**src/rtl/kvt_pkg.sv**
```systemverilog
`default_nettype none

package kvt_pkg;

    // Field widths of a request and a response.
    localparam int CMD_W   = 2;
    localparam int KEY_W   = 32;
    localparam int VAL_W   = 32;
    localparam int STAT_W  = 3;
    localparam int COUNT_W = 5;

    // Default number of slots in the table.
    localparam int DEF_CAPACITY = 16;

    // Request command codes. The fourth code is unused and reports not found.
    localparam logic [CMD_W-1:0] CMD_PUT   = 2'd0;
    localparam logic [CMD_W-1:0] CMD_FIND  = 2'd1;
    localparam logic [CMD_W-1:0] CMD_ERASE = 2'd2;

    // Response status codes.
    typedef enum logic [STAT_W-1:0] {
        ST_INSERTED = 3'd0,
        ST_UPDATED  = 3'd1,
        ST_FOUND    = 3'd2,
        ST_ERASED   = 3'd3,
        ST_NOTFOUND = 3'd4,
        ST_FULL     = 3'd5
    } t_status;

    // Commands from the controller to the datapath.
    typedef struct packed {
        logic clear;   // clear one valid bit per cycle after reset
        logic start;   // capture a new request and restart the scan
        logic scan;    // issue slot reads
        logic finish;  // write back and load the response register
    } t_dp_cmd;

    // Status from the datapath to the controller.
    typedef struct packed {
        logic clear_done;  // last slot is being cleared this cycle
        logic scan_done;   // key found or every slot checked
        logic out_free;    // response register can take a new response
    } t_dp_stat;

endpackage

`default_nettype wire

```
**src/rtl/kvt_if.sv**
```systemverilog
`default_nettype none

// Request channel: command, key and value.
interface kvt_req_if;
    import kvt_pkg::*;

    logic                    valid;
    logic                    ready;
    logic        [CMD_W-1:0] command;
    logic signed [KEY_W-1:0] lookup_key;
    logic signed [VAL_W-1:0] new_value;

    modport source (output valid, output command, output lookup_key, output new_value,
                    input ready);
    modport sink   (input valid, input command, input lookup_key, input new_value,
                    output ready);
endinterface

// Response channel: status, value on a find hit, entry count and empty flag.
interface kvt_rsp_if;
    import kvt_pkg::*;

    logic                      valid;
    logic                      ready;
    logic        [STAT_W-1:0]  status;
    logic signed [VAL_W-1:0]   found_value;
    logic        [COUNT_W-1:0] entry_count;
    logic                      is_empty;

    modport source (output valid, output status, output found_value, output entry_count,
                    output is_empty, input ready);
    modport sink   (input valid, input status, input found_value, input entry_count,
                    input is_empty, output ready);
endinterface

`default_nettype wire

```
**src/rtl/kvt_ctrl.sv**
```systemverilog
`default_nettype none

module kvt_ctrl (
    input  wire logic               i_clk,
    input  wire logic               i_rst_n,
    input  wire logic               i_req_valid,
    output logic                    o_req_ready,
    input  wire kvt_pkg::t_dp_stat  i_stat,
    output kvt_pkg::t_dp_cmd        o_cmd
);
    import kvt_pkg::*;

    typedef enum logic [3:0] {
        S_CLEAR  = 4'b0001,
        S_IDLE   = 4'b0010,
        S_SCAN   = 4'b0100,
        S_FINISH = 4'b1000
    } t_state;

    t_state r_state;
    t_state n_state;
    logic   accept;

    // A request is taken only between commands, after the clearing pass.
    assign o_req_ready = (r_state == S_IDLE);
    assign accept      = o_req_ready && i_req_valid;

    // Commands to the datapath follow the state directly.
    always_comb begin
        o_cmd.clear  = (r_state == S_CLEAR);
        o_cmd.start  = accept;
        o_cmd.scan   = (r_state == S_SCAN);
        o_cmd.finish = (r_state == S_FINISH) && i_stat.out_free;
    end

    // Next-state logic.
    always_comb begin
        n_state = r_state;
        unique case (r_state)
            S_CLEAR: begin
                if (i_stat.clear_done) n_state = S_IDLE;
            end
            S_IDLE: begin
                if (accept) n_state = S_SCAN;
            end
            S_SCAN: begin
                if (i_stat.scan_done) n_state = S_FINISH;
            end
            S_FINISH: begin
                if (i_stat.out_free) n_state = S_IDLE;
            end
            default: n_state = S_CLEAR;
        endcase
    end

    always_ff @(posedge i_clk) begin
        if (!i_rst_n) begin
            r_state <= S_CLEAR;
        end else begin
            r_state <= n_state;
        end
    end

    // The scan never starts before the valid bits are cleared.
    a_no_scan_in_clear: assert property (@(posedge i_clk) disable iff (!i_rst_n)
        (r_state == S_CLEAR) |=> !$past(accept))
        else $error("request accepted during clearing pass");

    // A response is loaded only after a scan has completed.
    a_finish_after_done: assert property (@(posedge i_clk) disable iff (!i_rst_n)
        o_cmd.finish |-> !o_req_ready && !o_cmd.scan)
        else $error("finish issued outside the finish state");

    // A started command moves straight into the scan.
    a_start_to_scan: assert property (@(posedge i_clk) disable iff (!i_rst_n)
        accept |=> (r_state == S_SCAN))
        else $error("accepted request did not start a scan");

endmodule

`default_nettype wire

```
**src/rtl/kvt_dpath.sv**
```systemverilog
`default_nettype none

module kvt_dpath #(
    parameter int CAPACITY = kvt_pkg::DEF_CAPACITY
) (
    input  wire logic                           i_clk,
    input  wire logic                           i_rst_n,
    input  wire kvt_pkg::t_dp_cmd               i_cmd,
    output kvt_pkg::t_dp_stat                   o_stat,
    input  wire logic        [kvt_pkg::CMD_W-1:0]   i_req_command,
    input  wire logic signed [kvt_pkg::KEY_W-1:0]   i_req_key,
    input  wire logic signed [kvt_pkg::VAL_W-1:0]   i_req_value,
    input  wire logic                           i_out_ready,
    output logic                                o_out_valid,
    output logic             [kvt_pkg::STAT_W-1:0]  o_status,
    output logic signed      [kvt_pkg::VAL_W-1:0]   o_found_value,
    output logic             [kvt_pkg::COUNT_W-1:0] o_entry_count,
    output logic                                o_is_empty
);
    import kvt_pkg::*;

    localparam int IW   = $clog2(CAPACITY);
    localparam int CNTW = $clog2(CAPACITY + 1);

    // Slot storage: one write port and one registered read port each.
    logic [KEY_W-1:0] mem_key [CAPACITY];
    logic [VAL_W-1:0] mem_val [CAPACITY];
    logic             mem_vld [CAPACITY];

    // Captured request.
    logic [CMD_W-1:0] r_cmd;
    logic [KEY_W-1:0] r_key;
    logic [VAL_W-1:0] r_val;

    // Scan pipeline.
    logic [CNTW-1:0]  r_issue_cnt;
    logic             r_chk_vld;
    logic [IW-1:0]    r_chk_idx;
    logic [KEY_W-1:0] r_rd_key;
    logic [VAL_W-1:0] r_rd_val;
    logic             r_rd_vld;
    logic             r_hit;
    logic [IW-1:0]    r_hit_idx;
    logic [VAL_W-1:0] r_hit_val;
    logic             r_free;
    logic [IW-1:0]    r_free_idx;
    logic             r_chk_done;

    // Clearing pass and entry count.
    logic [IW-1:0]    r_clr_addr;
    logic [CNTW-1:0]  r_count;
    logic [CNTW-1:0]  n_count;

    // Response register.
    logic               r_out_vld;
    t_status            r_out_status;
    logic [VAL_W-1:0]   r_out_value;
    logic [COUNT_W-1:0] r_out_count;
    logic               r_out_empty;

    logic                issue_en;
    logic [IW-1:0]       issue_addr;
    t_status             n_status;
    logic [VAL_W-1:0]    n_value;
    logic [CNTW+COUNT_W-1:0] count_ext;
    logic                wr_key_en;
    logic                wr_val_en;
    logic                wr_vld_en;
    logic                wr_vld_data;
    logic [IW-1:0]       wr_addr;

    // One slot read is issued per scan cycle until every slot is read.
    assign issue_en   = i_cmd.scan && (r_issue_cnt < CNTW'(CAPACITY));
    assign issue_addr = r_issue_cnt[IW-1:0];

    always_ff @(posedge i_clk) begin
        if (issue_en) begin
            r_rd_key <= mem_key[issue_addr];
            r_rd_val <= mem_val[issue_addr];
            r_rd_vld <= mem_vld[issue_addr];
        end
    end

    // Slot writes: clearing pass or the write-back of a command.
    always_ff @(posedge i_clk) begin
        if (wr_vld_en) mem_vld[wr_addr] <= wr_vld_data;
        if (wr_key_en) mem_key[wr_addr] <= r_key;
        if (wr_val_en) mem_val[wr_addr] <= r_val;
    end

    // Request capture.
    always_ff @(posedge i_clk) begin
        if (i_cmd.start) begin
            r_cmd <= i_req_command;
            r_key <= i_req_key;
            r_val <= i_req_value;
        end
    end

    // Scan control: compare the registered slot against the key, note the
    // first match and the lowest free slot.
    always_ff @(posedge i_clk) begin
        if (!i_rst_n) begin
            r_issue_cnt <= '0;
            r_chk_vld   <= 1'b0;
            r_hit       <= 1'b0;
            r_free      <= 1'b0;
            r_chk_done  <= 1'b0;
        end else if (i_cmd.start) begin
            r_issue_cnt <= '0;
            r_chk_vld   <= 1'b0;
            r_hit       <= 1'b0;
            r_free      <= 1'b0;
            r_chk_done  <= 1'b0;
        end else begin
            r_chk_vld <= issue_en;
            if (issue_en) r_issue_cnt <= r_issue_cnt + CNTW'(1);
            if (r_chk_vld) begin
                if (r_rd_vld && (r_rd_key == r_key) && !r_hit) r_hit <= 1'b1;
                if (!r_rd_vld && !r_free) r_free <= 1'b1;
                if (r_chk_idx == IW'(CAPACITY - 1)) r_chk_done <= 1'b1;
            end
        end
    end

    always_ff @(posedge i_clk) begin
        if (issue_en) r_chk_idx <= issue_addr;
        if (r_chk_vld && r_rd_vld && (r_rd_key == r_key) && !r_hit) begin
            r_hit_idx <= r_chk_idx;
            r_hit_val <= r_rd_val;
        end
        if (r_chk_vld && !r_rd_vld && !r_free) r_free_idx <= r_chk_idx;
    end

    // Clearing pass address after reset.
    always_ff @(posedge i_clk) begin
        if (!i_rst_n) begin
            r_clr_addr <= '0;
        end else if (i_cmd.clear) begin
            r_clr_addr <= r_clr_addr + IW'(1);
        end
    end

    // Write-back decision and response contents.
    always_comb begin
        n_status    = ST_NOTFOUND;
        n_value     = '0;
        n_count     = r_count;
        wr_key_en   = 1'b0;
        wr_val_en   = 1'b0;
        wr_vld_en   = 1'b0;
        wr_vld_data = 1'b0;
        wr_addr     = r_hit_idx;
        priority if (i_cmd.clear) begin
            wr_vld_en = 1'b1;
            wr_addr   = r_clr_addr;
        end else if (i_cmd.finish) begin
            unique case (r_cmd)
                CMD_PUT: begin
                    if (r_hit) begin
                        wr_val_en = 1'b1;
                        n_status  = ST_UPDATED;
                    end else if (r_free) begin
                        wr_addr     = r_free_idx;
                        wr_key_en   = 1'b1;
                        wr_val_en   = 1'b1;
                        wr_vld_en   = 1'b1;
                        wr_vld_data = 1'b1;
                        n_count     = r_count + CNTW'(1);
                        n_status    = ST_INSERTED;
                    end else begin
                        n_status = ST_FULL;
                    end
                end
                CMD_FIND: begin
                    if (r_hit) begin
                        n_status = ST_FOUND;
                        n_value  = r_hit_val;
                    end
                end
                CMD_ERASE: begin
                    if (r_hit) begin
                        wr_vld_en   = 1'b1;
                        wr_vld_data = 1'b0;
                        if (r_count != '0) n_count = r_count - CNTW'(1);
                        n_status = ST_ERASED;
                    end
                end
                default: begin
                    n_status = ST_NOTFOUND;
                end
            endcase
        end else begin
            // Between commands nothing is written and the count holds.
        end
    end

    assign count_ext = {{COUNT_W{1'b0}}, n_count};

    always_ff @(posedge i_clk) begin
        if (!i_rst_n) begin
            r_count <= '0;
        end else begin
            r_count <= n_count;
        end
    end

    // Response register: holds until the receiver takes it.
    always_ff @(posedge i_clk) begin
        if (!i_rst_n) begin
            r_out_vld <= 1'b0;
        end else if (i_cmd.finish) begin
            r_out_vld <= 1'b1;
        end else if (i_out_ready) begin
            r_out_vld <= 1'b0;
        end
    end

    always_ff @(posedge i_clk) begin
        if (i_cmd.finish) begin
            r_out_status <= n_status;
            r_out_value  <= n_value;
            r_out_count  <= count_ext[COUNT_W-1:0];
            r_out_empty  <= (n_count == '0);
        end
    end

    assign o_out_valid   = r_out_vld;
    assign o_status      = r_out_status;
    assign o_found_value = r_out_value;
    assign o_entry_count = r_out_count;
    assign o_is_empty    = r_out_empty;

    always_comb begin
        o_stat.clear_done = i_cmd.clear && (r_clr_addr == IW'(CAPACITY - 1));
        o_stat.scan_done  = r_hit || r_chk_done;
        o_stat.out_free   = !r_out_vld || i_out_ready;
    end

    // The count never exceeds the number of slots.
    a_count_bound: assert property (@(posedge i_clk) disable iff (!i_rst_n)
        r_count <= CNTW'(CAPACITY))
        else $error("entry count above capacity");

    // A response is built only from a completed scan.
    a_finish_scanned: assert property (@(posedge i_clk) disable iff (!i_rst_n)
        i_cmd.finish |-> (r_hit || r_chk_done))
        else $error("write-back before the scan completed");

    // A put that finds neither its key nor a free slot means a full table.
    a_full_consistent: assert property (@(posedge i_clk) disable iff (!i_rst_n)
        (i_cmd.finish && (r_cmd == CMD_PUT) && !r_hit && !r_free)
            |-> (r_count == CNTW'(CAPACITY)))
        else $error("table reported full with slots free");

    // A successful erase lowers the count by one.
    a_erase_count: assert property (@(posedge i_clk) disable iff (!i_rst_n)
        (i_cmd.finish && (r_cmd == CMD_ERASE) && r_hit)
            |=> (r_count == $past(r_count) - CNTW'(1)))
        else $error("erase did not decrement the count");

endmodule

`default_nettype wire

```
**src/rtl/key_value_table.sv**
```systemverilog
// Bounded key/value table of signed 32-bit pairs, searched one slot per cycle.
// Requests arrive on i_req (command, lookup_key, new_value) and each produces
// exactly one response on o_rsp (status, found_value, entry_count, is_empty).
// Commands: put inserts into the lowest free slot or updates an existing key,
// find returns the stored value, erase frees the slot holding the key.
// The scan reads one slot per cycle from the key, value and valid memories
// with a registered read port, and stops early on a match.
// One request is in flight at a time; i_req.ready is high again from the cycle
// in which the response becomes valid, even if that response has not yet been
// taken; a new request is accepted only after the previous response is loaded.
// Reset clears the entry count and then runs a clearing pass over the valid
// bits, one slot per cycle; no request is accepted during that pass. When the
// receiver holds o_rsp.ready low, the response stays in its register and the
// next command waits before its write-back.
`default_nettype none

module key_value_table #(
    parameter int CAPACITY = kvt_pkg::DEF_CAPACITY
) (
    input  wire logic   i_clk,
    input  wire logic   i_rst_n,
    kvt_req_if.sink     i_req,
    kvt_rsp_if.source   o_rsp
);
    import kvt_pkg::*;

    t_dp_cmd  dp_cmd;
    t_dp_stat dp_stat;

    // Sequencer for clearing, scanning and write-back.
    kvt_ctrl u_ctrl (
        .i_clk       (i_clk),
        .i_rst_n     (i_rst_n),
        .i_req_valid (i_req.valid),
        .o_req_ready (i_req.ready),
        .i_stat      (dp_stat),
        .o_cmd       (dp_cmd)
    );

    // Slot memories, compare pipeline, count and response register.
    kvt_dpath #(
        .CAPACITY (CAPACITY)
    ) u_dpath (
        .i_clk         (i_clk),
        .i_rst_n       (i_rst_n),
        .i_cmd         (dp_cmd),
        .o_stat        (dp_stat),
        .i_req_command (i_req.command),
        .i_req_key     (i_req.lookup_key),
        .i_req_value   (i_req.new_value),
        .i_out_ready   (o_rsp.ready),
        .o_out_valid   (o_rsp.valid),
        .o_status      (o_rsp.status),
        .o_found_value (o_rsp.found_value),
        .o_entry_count (o_rsp.entry_count),
        .o_is_empty    (o_rsp.is_empty)
    );

endmodule

`default_nettype wire
```
**src/flat_wrapper.sv**
```systemverilog
// flat-port wrapper written by rule: the top's interface ports become plain ports
module key_value_table_flat import kvt_pkg::*;
#(
    parameter int CAPACITY = kvt_pkg::DEF_CAPACITY
)
  (i_clk, i_rst_n, i_req_valid, i_req_command, i_req_lookup_key, i_req_new_value, i_req_ready, o_rsp_valid, o_rsp_status, o_rsp_found_value, o_rsp_entry_count, o_rsp_is_empty, o_rsp_ready);
  kvt_req_if i_req_i ();
  kvt_rsp_if o_rsp_i ();
  input  wire logic i_clk;
  input  wire logic i_rst_n;
  input wire logic [$bits(i_req_i.valid)-1:0] i_req_valid;
  input wire logic [$bits(i_req_i.command)-1:0] i_req_command;
  input wire logic [$bits(i_req_i.lookup_key)-1:0] i_req_lookup_key;
  input wire logic [$bits(i_req_i.new_value)-1:0] i_req_new_value;
  output wire logic [$bits(i_req_i.ready)-1:0] i_req_ready;
  output wire logic [$bits(o_rsp_i.valid)-1:0] o_rsp_valid;
  output wire logic [$bits(o_rsp_i.status)-1:0] o_rsp_status;
  output wire logic [$bits(o_rsp_i.found_value)-1:0] o_rsp_found_value;
  output wire logic [$bits(o_rsp_i.entry_count)-1:0] o_rsp_entry_count;
  output wire logic [$bits(o_rsp_i.is_empty)-1:0] o_rsp_is_empty;
  input wire logic [$bits(o_rsp_i.ready)-1:0] o_rsp_ready;
  assign i_req_i.valid = i_req_valid;
  assign i_req_i.command = i_req_command;
  assign i_req_i.lookup_key = i_req_lookup_key;
  assign i_req_i.new_value = i_req_new_value;
  assign i_req_ready = i_req_i.ready;
  assign o_rsp_valid = o_rsp_i.valid;
  assign o_rsp_status = o_rsp_i.status;
  assign o_rsp_found_value = o_rsp_i.found_value;
  assign o_rsp_entry_count = o_rsp_i.entry_count;
  assign o_rsp_is_empty = o_rsp_i.is_empty;
  assign o_rsp_i.ready = o_rsp_ready;
  key_value_table #(.CAPACITY(CAPACITY)) u_core (.i_clk(i_clk), .i_rst_n(i_rst_n), .i_req(i_req_i), .o_rsp(o_rsp_i));
endmodule
```
**config.mk**
```make
export PLATFORM = sky130hd
export DESIGN_NAME = key_value_table_flat
export DESIGN_NICKNAME = d
export VERILOG_FILES = /design/src/rtl/kvt_pkg.sv /design/src/rtl/kvt_if.sv /design/src/rtl/kvt_ctrl.sv /design/src/rtl/kvt_dpath.sv /design/src/rtl/key_value_table.sv /design/src/flat_wrapper.sv
export SDC_FILE = /design/constraint.sdc
export NUM_CORES = 1
export LEC_CHECK = 0
export ABC_CLOCK_PERIOD_IN_PS = 7300
export BUFFER_PORTS_ARGS = -buffer_cell sky130_fd_sc_hd__clkbuf_2
export CORE_MARGIN = 5
export CORE_UTILIZATION = 40
export CTS_CLUSTER_DIAMETER = 80
export CTS_CLUSTER_SIZE = 20
export DETAILED_ROUTE_END_ITERATION = 8
export GPL_TIMING_DRIVEN = 1
export SLEW_MARGIN = 10
export SYNTH_ARGS = -nofsm -noshare
export SYNTH_HDL_FRONTEND = slang
export SYNTH_SLANG_ARGS = --single-unit
export TNS_END_PERCENT = 30
```
**constraint.sdc**
```tcl
create_clock -name i_clk -period 7.3 [get_ports i_clk]
set_input_delay 1.46 -clock i_clk [delete_from_list [all_inputs] [get_ports i_clk]]
set_output_delay 1.46 -clock i_clk [all_outputs]
set_load 0.02 [all_outputs]
```
# Yosys cells after proc, flatten, opt, wreduce, memory -nomap -nowiden
# Memories as Yosys holds them, arrays and structs flattened. A register that Yosys moved wholly into a read port is not among the register bits.
# Index checks and enable logic that the tools add are counted.
[word_totals]
register_bits = 174
mem_bits_rw = 1040
wordCells = 115
n_memories = 3
[classes]
addsub = 4
n_lt_le_gt_ge = 1
n_eq_ne = 13
muxes = 43
bitwise = 3
n_reduce_logical = 28
[mem_list]
columns = ["name", "words", "width", "rd", "rd_clocked_by_memory_dff", "wr", "line", "text"]
rows = [
  ["u_core.u_dpath.mem_key", 16, 32, 1, 1, 1, "kvt_dpath.sv:26", "logic [KEY_W-1:0] mem_key [CAPACITY];"],
  ["u_core.u_dpath.mem_val", 16, 32, 1, 1, 1, "kvt_dpath.sv:27", "logic [VAL_W-1:0] mem_val [CAPACITY];"],
  ["u_core.u_dpath.mem_vld", 16, 1, 1, 1, 1, "kvt_dpath.sv:28", "logic mem_vld [CAPACITY];"],
]
[ops]
columns = ["op", "n"]
rows = [
  ["2-to-1 mux 4 bit", 9],
  ["equality test 32 bit", 1],
  ["2-to-1 mux 5 bit", 6],
  ["2-to-1 mux 1 bit", 20],
  ["case mux 4 bit (4 select lines)", 1],
  ["equality test 4 bit (second input constant)", 3],
  ["logical AND 1 bit", 12],
  ["2-to-1 mux 3 bit", 4],
  ["adder 5 x 1 -> 5 bit (second input constant)", 2],
  ["case mux 5 bit (2 select lines)", 1],
  ["case mux 3 bit (3 select lines)", 1],
  ["inequality test 2 x 1 -> 1 bit (second input constant)", 3],
  ["AND reduction 2 bit", 3],
  ["zero test 5 bit", 1],
  ["less-than comparator 5 bit (second input constant)", 1],
  ["nonzero test 5 bit", 1],
  ["subtractor 5 x 1 -> 5 bit (second input constant)", 1],
  ["adder 4 x 1 -> 4 bit (second input constant)", 1],
  ["equality test 4 x 1 -> 1 bit (second input constant)", 1],
  ["equality test 4 x 2 -> 1 bit (second input constant)", 1],
  ["equality test 4 x 3 -> 1 bit (second input constant)", 1],
  ["zero test 1 bit", 4],
  ["AND reduction 4 bit", 1],
  ["inverter 1 bit", 3],
  ["other kinds (9)", 10],
]

# Longest topological paths before layout
[depth]
ltp_word = 7
ltp_mapped = 9
ltp_nobuf = 8

# Hierarchy
# From an unflattened synthesis, not the netlist that was laid out.
[unflattened]
cells_unflattened = 2013
area_unflattened_um2 = 47880.9
[modules_own_cells]
columns = ["mod", "n_inst", "cells_per_inst", "area_each_um2"]
rows = [
  ["kvt_dpath", 1, 1972, 47556.9],
  ["kvt_ctrl", 1, 41, 324.1],
]

# Worst setup path after synthesis
# No wires, ideal clock.
[synth_path]
path_type = "in2reg"
from = "input o_rsp_ready"
to = "memory u_core.u_dpath.mem_key[9][0] (enable)"
setup_ns = 0.461
arrival_ns = 4.784
t_required_ns = 6.839
path_slack_ns = 2.055
stages = 7
path_buffers = 1
cell_sequence = "nand2b_1 -> nand3_2 -> inv_2 -> o311ai_4 -> or2_1 -> buf_6 -> nor3_1"
[synth_via]
elab_chain_len = 6
word_cells_on_any_way = 8
classes_between = "6 x mux; 2 x reduce/logical"
[synth_rtl]
columns = ["item", "line", "text"]
rows = [
  ["from (decl)", "flat_wrapper.sv:21", "input wire logic [$bits(o_rsp_i.ready)-1:0] o_rsp_ready;"],
  ["logical OR 1 bit", "kvt_dpath.sv:237", "o_stat.out_free = !r_out_vld || i_out_ready;"],
  ["logical AND 1 bit", "kvt_ctrl.sv:33", "o_cmd.finish = (r_state == S_FINISH) && i_stat.out_free;"],
  ["2-to-1 mux 1 bit", "kvt_dpath.sv:157", "end else if (i_cmd.finish) begin"],
  ["2-to-1 mux 1 bit", "kvt_dpath.sv:154", "priority if (i_cmd.clear) begin"],
  ["net u_core.u_dpath.wr_key_en", "kvt_dpath.sv:66", "logic wr_key_en;"],
  ["2-to-1 mux 1 bit", "kvt_dpath.sv:87", "if (wr_key_en) mem_key[wr_addr] <= r_key;"],
  ["2-to-1 mux 1 bit (implied by the code)", "kvt_dpath.sv:87", ""],
  ["to (decl)", "kvt_dpath.sv:26", ""],
]
# The timed path passes the listed nets, and every way through them passes these cells.

# Worst setup path after layout
[layout_path]
from = "input o_rsp_ready"
to = "memory u_core.u_dpath.mem_key[15][16] (enable)"
# The elaborated chain is that of the path after synthesis.

==> impl_metrics.env <==
export IMPL_io_buffer_count=112
export IMPL_cts_tree="done"
export IMPL_ant_nets=0
export IMPL_synthesis_area_sq_um=47800
export IMPL_multiInputGateArea_sq_um=9390
export IMPL_vias=20500
export IMPL_p_seq_frac=0.636
export IMPL_cts_root_buffer_cell="clkbuf_16"
export IMPL_clk_pin_slew_ps=80
export IMPL_min_path_cells=0
export IMPL_hold_buffers=0
export IMPL_grt_max_degree=130
export IMPL_post_route_period_util=0.643
export IMPL_final_nets=2212
export IMPL_cts_made_buffers=77
export IMPL_r2r_slack_ps=2740
export IMPL_max_stage_delay_ps=800
export IMPL_crit_required_ps=7650
export IMPL_die_area_sq_um=126000
export IMPL_drive_above_1_share=0.290
export IMPL_wl_per_cell_um=26.9
export IMPL_fin_tns_setup_ps=0
export IMPL_die_x_um=356
export IMPL_antenna_found_initial=4
export IMPL_final_setup_viol_count=0
export IMPL_cts_resized=0
export IMPL_synthArstFlopShare=0
export IMPL_clkPwrFrac=0.351
export IMPL_yosys_warnings=0
export IMPL_place_gp_congestion=0.787
export IMPL_crit_slowest_cell="nor2_4"
export IMPL_cp_end_kind="flip-flop"
export IMPL_cts_setup_buffers=0
export IMPL_grt_pass1_wl_um=148000
export IMPL_firstDrtPassIters=5
export IMPL_fp_row_count=126
export IMPL_ir_worst_vdd_mv=0.161
export IMPL_numClockSinks=1279
export IMPL_coreArea_sq_um=118000
export IMPL_synth_edf_count=1256
export IMPL_synthFlopType="edfxtp_1"
export IMPL_critPathKind="in -> reg"
export IMPL_p_int_mw=10.0
export IMPL_cts_max_level=3
export IMPL_syn_inst=1993
export IMPL_crit_fanout=21
export IMPL_tightestPinTransition_ps=1230
export IMPL_die_h_um=356
export IMPL_register_area_sq_um=38200
export IMPL_drv_slew=0
export IMPL_clock_fmax_ghz=0.213
export IMPL_crit_chain="clkbuf_2 > nand2b_1 > nand3_2 > inv_2 > nand2_1 > a31oi_1 > nand4_1 > nor2_4 > buf_4"
export IMPL_clk_latency_ps=680
export IMPL_worstPathArrival_ps=5040
export IMPL_r2r_start="u_core.u_dpath.r_cmd[1]$_DFFE_PP_"
export IMPL_initial_core_util=0.404
export IMPL_power_density_nw_per_um2=237
export IMPL_fill_cells=9788
export IMPL_hold_start="u_core.u_dpath.r_rd_val[3]$_DFFE_PP_"
export IMPL_drtIter0Drc=2114
export IMPL_reg2reg_depth=8
export IMPL_drcViolationCount=0
export IMPL_path_depth=9
export IMPL_grt_overflow=0
export IMPL_ys_seq_area_frac=0.799
export IMPL_track_usage=0.158
export IMPL_switching_share=0.197
export IMPL_cts_buffer_depth=3
export IMPL_status="completed"
export IMPL_power_switching_mw=2.47
export IMPL_synthesis_nets=2067
export IMPL_hold_path_class="reg -> reg"
export IMPL_drt_vias_per_instance=5.52
export IMPL_area_delta_synth_final_pct=10.6
export IMPL_syn_area_per_cell_sq_um=24.0
export IMPL_rsz0062_at_grt="no"
export IMPL_routed_wl_um=99700
export IMPL_max_cap_violations=0
export IMPL_hpwl_um=56400
export IMPL_period_needed_ps=4690
export IMPL_r2r_end="u_core.u_dpath.mem_key[15][16]$_DFFE_PP_"
export IMPL_crit_family="simple AND/OR/NAND/NOR gates"
export IMPL_grt_pass1_vias=21600
export IMPL_fin_skew_ps=55.5
export IMPL_slew_headroom=0.183
export IMPL_synth_seq_cells=1279
export IMPL_start_kind="input pin"
export IMPL_p_leak_nw=15.7
export IMPL_hold_path_end="u_core.u_dpath.r_hit_val[3]$_DFFE_PP_"
export IMPL_combPwrFrac=0.013
export IMPL_synth_cell_types=59
export IMPL_critPathBufInv=3
export IMPL_utilization=0.447
export IMPL_io_pin_count=113
export IMPL_hold_viol_final=0
==> worst max-delay path by stage <==
| stage | from | to |
|---|---|---|
| after CTS | o_rsp_ready | u_core.u_dpath.mem_key[3][18]$_DFFE_PP_ |
| after global placement | o_rsp_ready | u_core.u_dpath.mem_key[3][18]$_DFFE_PP_ |
| after floorplan | o_rsp_ready | u_core.u_dpath.mem_key[9][0]$_DFFE_PP_ |
| after global routing | u_core.u_dpath.r_cmd[1]$_DFFE_PP_ | u_core.u_dpath.mem_key[15][16]$_DFFE_PP_ |
| final | o_rsp_ready | u_core.u_dpath.mem_key[15][16]$_DFFE_PP_ |
| after detailed placement | o_rsp_ready | u_core.u_dpath.mem_key[3][18]$_DFFE_PP_ |
==> Yosys cell counts, drive strengths merged, types with 2 or more instances <==
library cell  number  share of area
edfxtp          1256           0.79
mux4             325           0.15
clkbuf            61         0.0048
nor2              55         0.0043
and2              37         0.0048
nand2             33         0.0026
buf               29         0.0031
xnor2             25         0.0046
dfxtp             23         0.0096
nor3              19         0.0023
xor2              13         0.0024
inv               11        0.00086
nand4             11         0.0014
o21ai              9        0.00094
nand3              8        0.00094
nor2b              7        0.00092
nor4b              7         0.0020
nor4               6        0.00079
a21boi             5        0.00079
a21oi              5        0.00052
a31oi              4        0.00066
ha                 4         0.0010
nand2b             4        0.00068
and3               3        0.00039
nand3b             3        0.00047
or2                3        0.00039
or4b               3        0.00063
a22o               2        0.00037
a41oi              2        0.00037
nand4b             2        0.00037
o21a               2        0.00031
or4                2        0.00039
==> layer usage <==
layer	wire, um	GRT usage	vias up	share of wire
li1	-	-	8645	-
met1	42600	0.223	11200	0.43
met2	50100	0.263	521	0.50
met3	4890	0.0233	119	0.049
met4	2070	0.0352	0	0.021
met5	0	0	-	0
==> layout make-up <==
cell class / count / share of cell area
diodes: 1 / 0.0000474
clock buffers: 97 / 0.0383
clock inverters: 15 / 0.00517
inverters: 11 / 0.000829
multi-input cells: 613 / 0.178
flip-flops and latches: 1279 / 0.723
well taps: 1536 / 0.0364
repair buffers: 156 / 0.0180
==> cell usage in the layout, fill, tap and decap left out, types with 8 or more instances in the layout <==
| cell type | count |
|---|---|
| nor2_1 | 31 |
| and2_1 | 37 |
| clkbuf_16 | 78 |
| nor3_1 | 10 |
| nand4_1 | 11 |
| dfxtp_1 | 19 |
| nor2_4 | 23 |
| buf_4 | 40 |
| mux4_2 | 325 |
| clkbuf_2 | 112 |
| inv_1 | 8 |
| nand2_1 | 33 |
| edfxtp_1 | 1256 |
| xor2_1 | 13 |
| clkbuf_1 | 19 |
| o21ai_0 | 8 |
| xnor2_1 | 25 |
==> stage by stage <==
stage          std cells  power, mW  hold WS, ps  cell area (sq um)  setup slack, ps
2_1_floorplan       1993       8.22          400              47800             2060
3_3_place_gp        3594       8.28          400              50500             2090
3_5_place_dp        3594       8.29          406              50500             1920
4_1_cts             3706       12.7          421              52800             2650
5_1_grt             3707       13.0          432              52800             2350
6_report            3708       12.5          418              52800             2610
==> cells by family (layout without fill, tap and decap cells) <==
logic type	count (synthesis)	count (layout)	share of synthesized area
other cells	0	1	0
xor+xnor	38	38	0.00697
simple gates	207	207	0.0242
compound gates	37	37	0.00579
buf+inv	101	279	0.00880
fa+ha+maj	4	4	0.00105
flops	1279	1279	0.799
mux	327	327	0.154
==> sequential cells by signal (all words and copies together), names as in the netlist, 2 cells and up <==
name	cells
u_core.u_ctrl.r_state	4
u_core.u_dpath.r_hit_val	32
u_core.u_dpath.r_cmd	2
u_core.u_dpath.r_rd_val	32
u_core.u_dpath.mem_vld	16
u_core.u_dpath.r_hit_idx	4
u_core.u_dpath.o_status	3
u_core.u_dpath.o_found_value	32
u_core.u_dpath.r_count	5
u_core.u_dpath.r_chk_idx	4
u_core.u_dpath.r_rd_key	32
u_core.u_dpath.r_clr_addr	4
u_core.u_dpath.r_key	32
u_core.u_dpath.r_issue_cnt	5
u_core.u_dpath.r_val	32
u_core.u_dpath.mem_key	512
u_core.u_dpath.o_entry_count	5
u_core.u_dpath.mem_val	512
u_core.u_dpath.r_free_idx	4
==> power groups by stage <==
stage / registers (mW) / logic (mW) / clock network [mW]
detailed placement: 8.12 / 0.168 / 0
global placement: 8.12 / 0.162 / 0
finish: 7.95 / 0.168 / 4.39
global route: 7.96 / 0.180 / 4.82
CTS: 7.95 / 0.169 / 4.53
floorplan: 8.12 / 0.101 / 0
==> worst reg2reg max path: stages, from the launching register on <==
cell,delay [ps]
edfxtp_1,600
nor4b_2,460
nand3_2,240
inv_2,360
nand2_1,110
a31oi_1,660
nand4_1,590
nor2_4,800
buf_4,390
Power figures use the tool's default switching activity.
